[src/rtl/waypoint_heading_follower_core_macros.svh]
// ----------------------------------------------------------------------------
// Waypoint heading follower assertion macros
// Shared concurrent assertion forms for the follower RTL.
// ----------------------------------------------------------------------------
`ifndef WAYPOINT_HEADING_FOLLOWER_CORE_MACROS_SVH
`define WAYPOINT_HEADING_FOLLOWER_CORE_MACROS_SVH

// same-cycle implication
`define WHF_ASSERT(label, clk, rst, ante, cons, msg) \
   label: assert property (@(posedge clk) disable iff (rst) (ante) |-> (cons)) \
      else $error(msg);

// next-cycle implication
`define WHF_ASSERT_NEXT(label, clk, rst, ante, cons, msg) \
   label: assert property (@(posedge clk) disable iff (rst) (ante) |=> (cons)) \
      else $error(msg);

`endif

[src/rtl/whf_pkg.sv]
// ----------------------------------------------------------------------------
// Waypoint heading follower package
// Sizes, codes, angle constants and small helper functions.
// ----------------------------------------------------------------------------
package whf_pkg;

   localparam int LIST_DEPTH   = 256;
   localparam int CORDIC_STEPS = 16;

   localparam int ADDR_W      = $clog2(LIST_DEPTH);
   localparam int CNT_W       = $clog2(LIST_DEPTH + 1);
   localparam int STEP_W      = $clog2(CORDIC_STEPS);
   localparam int CORDIC_IN_W = 34;
   localparam int CORDIC_W    = 46;
   localparam int Z_W         = 20;
   localparam int ANGLE_W     = 16;

   localparam logic [1:0] CMD_LOAD   = 2'd0;
   localparam logic [1:0] CMD_COMMIT = 2'd1;
   localparam logic [1:0] CMD_ODOM   = 2'd2;
   localparam logic [1:0] CMD_TICK   = 2'd3;

   localparam logic [1:0] KIND_DRIVE = 2'd0;
   localparam logic [1:0] KIND_STOP  = 2'd1;
   localparam logic [1:0] KIND_END   = 2'd2;

   localparam logic [1:0] CSR_DRIVE_SPEED    = 2'd0;
   localparam logic [1:0] CSR_TURN_GAIN      = 2'd1;
   localparam logic [1:0] CSR_ARRIVAL_RADIUS = 2'd2;

   localparam logic signed [ANGLE_W-1:0] PI_Q13   = 16'sd25736;
   localparam logic signed [Z_W-1:0]     PI_Q16   = 20'sd205887;
   localparam logic [32:0]               PI09_Q13 = 33'd23162;

   function automatic logic signed [Z_W-1:0] atan_q16(input logic [4:0] i);
      logic signed [Z_W-1:0] v;
      unique case (i)
         5'd0:    v = 20'sd51472;
         5'd1:    v = 20'sd30386;
         5'd2:    v = 20'sd16055;
         5'd3:    v = 20'sd8150;
         5'd4:    v = 20'sd4091;
         5'd5:    v = 20'sd2047;
         5'd6:    v = 20'sd1024;
         5'd7:    v = 20'sd512;
         5'd8:    v = 20'sd256;
         5'd9:    v = 20'sd128;
         5'd10:   v = 20'sd64;
         5'd11:   v = 20'sd32;
         5'd12:   v = 20'sd16;
         5'd13:   v = 20'sd8;
         5'd14:   v = 20'sd4;
         5'd15:   v = 20'sd2;
         5'd16:   v = 20'sd1;
         default: v = 20'sd0;
      endcase
      return v;
   endfunction

   // ||ang| - pi| * 40 < |ang|
   function automatic logic near_pi(input logic signed [ANGLE_W-1:0] ang);
      logic signed [23:0] a;
      logic signed [23:0] d;
      a = ang[ANGLE_W-1] ? -24'(ang) : 24'(ang);
      d = (a - 24'(PI_Q13)) * 24'sd40;
      return (d < a) && (d > -a);
   endfunction

endpackage

[src/rtl/whf_cordic.sv]
// ----------------------------------------------------------------------------
// Waypoint heading follower CORDIC
// Vectoring CORDIC for atan2, one rotation per cycle, Q3.13 result.
// ----------------------------------------------------------------------------
`include "waypoint_heading_follower_core_macros.svh"

module whf_cordic (
   input  logic                                    clock,
   input  logic                                    reset,
   input  logic                                    start,
   input  logic signed [whf_pkg::CORDIC_IN_W-1:0]  y_in,
   input  logic signed [whf_pkg::CORDIC_IN_W-1:0]  x_in,
   output logic                                    busy,
   output logic                                    done,
   output logic signed [whf_pkg::ANGLE_W-1:0]      angle
);

   logic                                   busy_ff;
   logic                                   done_ff;
   logic [whf_pkg::STEP_W-1:0]             step_ff;
   logic signed [whf_pkg::CORDIC_W-1:0]    x_ff;
   logic signed [whf_pkg::CORDIC_W-1:0]    y_ff;
   logic signed [whf_pkg::Z_W-1:0]         z_ff;
   logic signed [whf_pkg::ANGLE_W-1:0]     angle_ff;

   logic signed [whf_pkg::CORDIC_W-1:0]    x_sh;
   logic signed [whf_pkg::CORDIC_W-1:0]    y_sh;
   logic signed [whf_pkg::CORDIC_W-1:0]    x_rot;
   logic signed [whf_pkg::CORDIC_W-1:0]    y_rot;
   logic signed [whf_pkg::Z_W-1:0]         z_rot;
   logic signed [whf_pkg::Z_W-1:0]         z_rnd;
   logic signed [whf_pkg::ANGLE_W-1:0]     angle_in;
   logic signed [whf_pkg::CORDIC_W-1:0]    x_start;
   logic signed [whf_pkg::CORDIC_W-1:0]    y_start;
   logic                                   last_step;

   assign x_start   = whf_pkg::CORDIC_W'(x_in) <<< 8;
   assign y_start   = whf_pkg::CORDIC_W'(y_in) <<< 8;
   assign last_step = (step_ff == whf_pkg::STEP_W'(whf_pkg::CORDIC_STEPS - 1));

   always_comb begin
      x_sh = x_ff >>> step_ff;
      y_sh = y_ff >>> step_ff;
      if (y_ff > 0) begin
         x_rot = x_ff + y_sh;
         y_rot = y_ff - x_sh;
         z_rot = z_ff + whf_pkg::atan_q16(5'(step_ff));
      end else begin
         x_rot = x_ff - y_sh;
         y_rot = y_ff + x_sh;
         z_rot = z_ff - whf_pkg::atan_q16(5'(step_ff));
      end
      z_rnd = (z_rot + 20'sd4) >>> 3;
      if (z_rnd > whf_pkg::Z_W'(whf_pkg::PI_Q13)) begin
         angle_in = whf_pkg::PI_Q13;
      end else if (z_rnd < -whf_pkg::Z_W'(whf_pkg::PI_Q13)) begin
         angle_in = -whf_pkg::PI_Q13;
      end else begin
         angle_in = whf_pkg::ANGLE_W'(z_rnd);
      end
   end

   always_ff @(posedge clock) begin
      if (reset) begin
         busy_ff <= 1'b0;
         done_ff <= 1'b0;
      end else begin
         done_ff <= 1'b0;
         if (start && !busy_ff) begin
            if (y_in == '0) begin
               done_ff <= 1'b1;
            end else begin
               busy_ff <= 1'b1;
            end
         end else if (busy_ff && last_step) begin
            busy_ff <= 1'b0;
            done_ff <= 1'b1;
         end
      end
   end

   always_ff @(posedge clock) begin
      if (start && !busy_ff) begin
         step_ff <= '0;
         if (y_in == '0) begin
            angle_ff <= (x_in < 0) ? whf_pkg::PI_Q13 : '0;
         end else if (x_in < 0) begin
            x_ff <= -x_start;
            y_ff <= -y_start;
            z_ff <= (y_in >= 0) ? whf_pkg::PI_Q16 : -whf_pkg::PI_Q16;
         end else begin
            x_ff <= x_start;
            y_ff <= y_start;
            z_ff <= '0;
         end
      end else if (busy_ff) begin
         x_ff    <= x_rot;
         y_ff    <= y_rot;
         z_ff    <= z_rot;
         step_ff <= step_ff + 1'b1;
         if (last_step) begin
            angle_ff <= angle_in;
         end
      end
   end

   assign busy  = busy_ff;
   assign done  = done_ff;
   assign angle = angle_ff;

   `WHF_ASSERT(a_start_idle, clock, reset, start, !busy_ff, "cordic started while busy")
   `WHF_ASSERT(a_done_free, clock, reset, done_ff, !busy_ff, "cordic done while busy")

endmodule

[config.mk]
export PLATFORM = sky130hd
export DESIGN_NAME = whf_cordic
export DESIGN_NICKNAME = d
export VERILOG_FILES = /design/src/rtl/whf_pkg.sv /design/src/rtl/whf_cordic.sv
export VERILOG_INCLUDE_DIRS = /design/src /design/src/rtl
export SDC_FILE = /design/constraint.sdc
export NUM_CORES = 1
export LEC_CHECK = 0
export BUFFER_PORTS_ARGS = -buffer_cell sky130_fd_sc_hd__buf_2
export CAP_MARGIN = 10
export CORE_ASPECT_RATIO = 1.5
export CORE_MARGIN = 2
export CORE_UTILIZATION = 35
export CTS_CLUSTER_SIZE = 30
export DETAILED_ROUTE_END_ITERATION = 6
export PLACE_DENSITY = 0.56
export SLEW_MARGIN = 25
export SYNTH_ARGS = -nofsm -noshare
export SYNTH_HDL_FRONTEND = slang
export SYNTH_SLANG_ARGS = --single-unit
[constraint.sdc]
create_clock -name clock -period 7.15 [get_ports clock]
set_clock_uncertainty 0.2 [all_clocks]
set_input_delay 1.0725 -clock clock [delete_from_list [all_inputs] [get_ports clock]]
set_output_delay 1.0725 -clock clock [all_outputs]
set_load 0.05 [all_outputs]
==> results of run 1 <==
==> routing by layer <==
layer	vias to the layer above	wire length (um)	global-route usage, %
met5	-	0	0
met4	0	4588	14.39
met3	169	1832	2.257
met2	490	36600	42.50
met1	9074	22660	20.67
li1	8826	-	-
==> cells in the final DEF, fill, tap and decap left out, drive strengths merged, types with 12 or more instances in the layout <==
| master | instances |
|---|---|
| mux2i | 77 |
| xor2 | 95 |
| a211oi | 12 |
| inv | 73 |
| nor4 | 26 |
| o31ai | 26 |
| a31oi | 25 |
| clkbuf | 18 |
| edfxtp | 128 |
| and2 | 22 |
| mux4 | 108 |
| a21oi | 211 |
| xnor2 | 178 |
| o21a | 21 |
| o21ai | 176 |
| a21o | 66 |
| or3 | 26 |
| nand2b | 29 |
| nor2 | 185 |
| mux2 | 29 |
| buf | 143 |
| nor2b | 17 |
| o41ai | 14 |
| o21bai | 12 |
| nand2 | 208 |
| nand4 | 30 |
| or4 | 19 |
| dfxtp | 22 |
| and3 | 21 |
| ha | 123 |
| nand3 | 56 |
| nor3 | 40 |
==> how the worst max path moves through the flow <==
stage | from | end | slack [ps] | depth (start not counted)
finish | y_ff[41] | angle[3] | 460 | 18
CTS | step_ff[0] | y_ff[38] | 220 | 22
floorplan | step_ff[3] | y_ff[38] | 260 | 29
detailed placement | step_ff[0] | y_ff[38] | 240 | 22
global placement | y_ff[10] | y_ff[38] | 300 | 20
global route | step_ff[1] | y_ff[38] | 10 | 21
==> through the flow <==
stage	util (%)	setup slack, ps	hold WS (ps)	area (sq um)
after floorplan	-	256.3	465.8	20220
after global placement	37.75	299.3	565.2	21530
final	38.92	459.9	560.5	22200
after global routing	38.92	13.63	557.5	22200
after CTS	38.77	216.5	533.1	22110
after detailed placement	37.75	244.4	561.1	21530
==> synthesized netlist by cell type, drive strengths merged, types with 11 or more instances <==
cell type | count | area share (%)
a211oi | 12 | 0.45
a21o | 66 | 2.5
a21oi | 211 | 5.2
a31oi | 25 | 0.77
and2 | 22 | 0.69
and3 | 21 | 0.65
buf | 47 | 1.3
clkbuf | 73 | 1.4
dfxtp | 22 | 2.2
edfxtp | 128 | 19
ha | 123 | 7.6
inv | 64 | 1.2
mux2 | 29 | 1.6
mux2i | 77 | 3.8
mux4 | 108 | 12
nand2 | 208 | 3.9
nand2b | 29 | 0.90
nand3 | 56 | 1.4
nand4 | 30 | 0.96
nor2 | 185 | 3.4
nor2b | 17 | 0.53
nor3 | 40 | 1.1
nor3b | 11 | 0.41
nor4 | 26 | 1.0
o21a | 21 | 0.78
o21ai | 176 | 4.4
o21bai | 12 | 0.45
o31ai | 26 | 0.97
o41ai | 14 | 0.61
or2 | 11 | 0.34
or3 | 26 | 0.80
or4 | 19 | 0.71
xnor2 | 178 | 7.7
xor2 | 95 | 4.1
==> worst max-delay path, cell delays in order, from the launching register on <==
cell       delay, ps
edfxtp_1         540
nor4_1           580
nand4_1          190
or3_1            540
and2_1           370
nand2_1          130
xor2_1           240
ha_1             340
a21oi_1          380
o211a_1          240
o21ai_1          160
a21oi_1          220
xor2_1           150
or4_1            660
nor4b_1          390
xnor2_1          270
a221oi_1         140
or3b_2           510
a2bb2oi_1        160
==> cell type report <==
class | instances | area (sq um)
multi-input cells | 1985 | 15240
inverters | 64 | 240.2
fillers | 5880 | 34830
repair buffers | 143 | 882.1
flip-flops and latches | 150 | 4297
well taps | 763 | 954.7
clock buffers | 18 | 450.4
clock inverters | 14 | 132.6
==> kinds of logic after synthesis <==
group	synth area share [%]
compound gates	19.74
xor+xnor	11.82
fa+ha+maj	7.907
buf+inv	3.842
flops	21.19
mux	17.45
simple gates	18.05
==> repair_timing <==
item	CTS	global route
gates resized for setup	0	8
endpoints found under the setup margin	0	11
hold buffers	0	0
buffers inserted	0	2
==> metrics, run 1 <==
number of different library cells in the post-synthesis netlist=89; outcome=finished with violations; count of vias placed by the detailed router=18559; vertical die dimension=~300 um; Final Critical Period=~6700 ps; drt first-iter violations=~1100; Synth Flop Type=edfxtp_1; Pre-antenna DRT Iters=7; required time reported for the critical path endpoint=~7000 ps; Final Slew Violations=0; Antenna Diode Count=0; unrepaired setup endpoints after global routing=no; Overflow after GRT=0; Yosys warning count=0; aggregate routed wire length=about 66 mm; violated checks=DRC; signal arrival time at the worst endpoint=~6700 ps; fin nets=2558; die footprint=~0.06 sq mm; via count of the first global-routing pass=18337; average routed wire per standard cell=about 21 um; Startpoint Class=flip-flop; portion of the clock cycle consumed by the worst path in the final layout=between 90 and 100%; signed area change from the synthesized netlist to the final layout=9.770%; Max-Slew Margin vs Limit=slightly above 40%; buffer type at the clock tree root=clkbuf_16; Seq/Total Area, Yosys=a little over a fifth; antenna-violating nets left=0; clock tree from TritonCTS=done; worst reg2reg startpoint=y_ff[41]; synthesized cell area=0.02022 sq mm; DIE WIDTH=~200 um; num ports=approximately 90; peak clock frequency supported by timing=149.5 MHz; max-cap check violation count=0; worst setup path class=flip-flop to flip-flop; gp weighted congestion=0.8884; DP Cell Count=between 3000 and 4000; largest net degree at the start of global routing=between 60 and 70; final setup vio count=0; count of clock tree sinks=150; detailed-route DRC error count=3; Final Hold Vio Count=0; Mapped Cells=around 2300; biggest fanout along the worst timing path=13; syn_nets=roughly 2500; ratio of cells with drive above 1 in the final layout=15.37%; buffer depth of the longest clock path=2; Min-Delay Endpoint=done; transition at the pin with the smallest max-transition slack=just under 900 ps; area of the core=about 0.057 sq mm; count of flip-flops with a built-in enable after synthesis=between 100 and 150; Worst Reg2Reg Path Length in Cells=18; number of rows in the core area=about 110; post-synthesis average cell area=just under 9 sq um; insertion delay to the later sink of the worst-skew pair=490 ps; cell count of the worst hold path=2; FFs w/ async S/R, synth=0%; final cell count without fillers=~3100; reg2reg setup slack=roughly 460 ps; HPWL Detailed=52.44 mm; starting density of the core=35.46%; port buffer count=between 80 and 90; first-pass GRT wire length=between 100 and 150 mm; CTS clock-pin slew for the worst setup and hold paths=about 70 ps; endpoint kind of the worst setup timing path=flip-flop; number of clock buffers inserted by TritonCTS=17; post-synthesis sequential element count=150; type of the most critical hold path=input port to flip-flop; via-per-instance ratio=~5.9; hold path startpoint=reset; Global Route Usage Sum=between 20% and 30%; number of antenna violations at the first check in global routing=0; accumulated negative setup slack=0 ps; destination of the worst register-to-register timing path=angle[3]; H-Tree Depth=4
Power of run 1 is not shown: default switching activity piles up to over one toggle a cycle in this logic, so the estimate is an artifact.
==> run 2: changes to the inputs <==
--- a/config.mk
+++ b/config.mk
@@ -14,6 +14,7 @@
 export CTS_CLUSTER_SIZE = 30
 export DETAILED_ROUTE_END_ITERATION = 6
 export PLACE_DENSITY = 0.56
+export REMOVE_ABC_BUFFERS = 1
 export SLEW_MARGIN = 25
 export SYNTH_ARGS = -nofsm -noshare
 export SYNTH_HDL_FRONTEND = slang
==> metrics, run 2 (synthesized netlist as in run 1, its figures left out) <==
starting density of the core=a little over a third; largest net degree at the start of global routing=between 70 and 80; drt first-iter violations=1016; outcome=complete, no violations; clock tree from TritonCTS=done; detailed-route DRC error count=0; fin nets=~2500; worst setup path class=flip-flop to flip-flop; average routed wire per standard cell=about 22 um; number of clock buffers inserted by TritonCTS=17; buffer depth of the longest clock path=2; Startpoint Class=flip-flop; accumulated negative setup slack=0 ps; portion of the clock cycle consumed by the worst path in the final layout=between 90% and 100%; signed area change from the synthesized netlist to the final layout=9.405%; Max-Slew Margin vs Limit=~42%; met2 track demand over resource in global routing=a little over two fifths; number of antenna violations at the first check in global routing=2; area of the core=0.05703 sq mm; final cell count without fillers=3121; worst reg2reg startpoint=step_ff[1]; num ports=89; Final Hold Vio Count=0; final setup vio count=0; Final Slew Violations=0; Post-DP Area=about 0.021 sq mm; first-pass GRT wire length=around 110 mm; DP Cell Count=about 3100; ratio of cells with drive above 1 in the final layout=about 15%; H-Tree Depth=4; cell count of the worst hold path=2; Overflow after GRT=0; origin of the worst setup path=step_ff[1]; Pre-antenna DRT Iters=6; Antenna Diode Count=0; port buffer count=slightly below 90; final design instance area without fill=between 0.02 and 0.025 sq mm; transition at the pin with the smallest max-transition slack=around 860 ps; endpoint kind of the worst setup timing path=flip-flop; met3 Track Usage GR=under 10%; via count of the first global-routing pass=18485; DIE WIDTH=around 200 um; fin util=around two fifths; count of vias placed by the detailed router=around 19000; aggregate routed wire length=approximately 70 mm; Global Route Usage Sum=~23%; via-per-instance ratio=approximately 6; Final Critical Period=roughly 6800 ps; routing layer with the top usage in global route=met2; most common library cell in the layout ignoring fill and taps=a21oi_1; vertical die dimension=298.4 um; buffer type at the clock tree root=clkbuf_16; CTS clock-pin slew for the worst setup and hold paths=around 80 ps; HPWL Detailed=approximately 56 mm; biggest fanout along the worst timing path=34; number of rows in the core area=between 100 and 150; count of clock tree sinks=150; type of the most critical hold path=flip-flop to flip-flop; signal arrival time at the worst endpoint=just under 7000 ps; required time reported for the critical path endpoint=between 7000 and 8000 ps; antenna-violating nets left=0; insertion delay to the later sink of the worst-skew pair=490 ps; die footprint=roughly 0.060 sq mm; max-cap check violation count=0; peak clock frequency supported by timing=~150 MHz; Worst Reg2Reg Path Length in Cells=23; commonest non-fill, non-tap cells in the layout=a21oi_1, nand2_1, nor2_1, xnor2_1, o21ai_0; gp weighted congestion=0.8925; met1 layer usage reported by global route=between 20% and 30%
run 2: cell types whose count changed in the layout (fill, tap and decap cells not counted), sizes merged:
| cell | change |
|---|---|
| buf | -16 |
| clkinv | +2 |
| inv | -2 |
| bufinv | +1 |
| clkbuf | -1 |
run 2: final timing paths:
check	endpoint	slack [ps]
worst max-delay path	x_ff[39]	320
worst min-delay path	z_ff[0]	540
worst max register to register	x_ff[39]	320
worst min register to register	z_ff[0]	540
run 2: worst max-delay path, cell delays in order (launching register included):
cell and delay, ps:
dfxtp_4 590, buf_12 300, buf_4 240, mux4_2 530, mux2i_1 340, mux2i_1 290, nor4_4 360, nand3_2 190
nor2_1 220, nor2_1 90, xnor2_1 150, ha_1 380, a21o_1 210, a21o_1 180, a21oi_1 280, o21ai_0 140
a221o_1 370, a311oi_2 310, o21ai_0 200, nand2b_1 140, nand3b_1 180, and4b_1 270, a311oi_1 280, a21oi_1 120
run 2: timing repair:
| item | in CTS | in global routing |
|---|---|---|
| buffers inserted | 0 | 0 |
| endpoints found under the setup margin | 0 | 9 |
| gates resized for setup | 0 | 7 |
| hold buffers | 0 | 0 |
run 2: metrics by stage:
step / setup WS, ps / hold slack (ps)
2_1_floorplan: -1826 / 465.8
3_3_place_gp: 356.6 / 518.8
3_5_place_dp: 317.7 / 529.1
4_1_cts: 270.1 / 526.2
5_1_grt: -42.80 / 552.5
6_report: 317.6 / 538.3
run 2: layout make-up:
cell class | instances | area [sq um]
well taps | 763 | 954.7
clock inverters | 15 | 186.4
repair buffers | 127 | 790.8
multi-input cells | 1985 | 15230
inverters | 64 | 240.2
fillers | 5857 | 34910
clock buffers | 17 | 425.4
flip-flops and latches | 150 | 4297
run 2: layer usage:
metal | up-vias | share of wire [%]
met3 | 191 | 2.9
met1 | 9130 | 35
met2 | 550 | 53
met5 | - | 0
met4 | 0 | 9.0
li1 | 8789 | -
Power of run 2 is left out for the same reason.
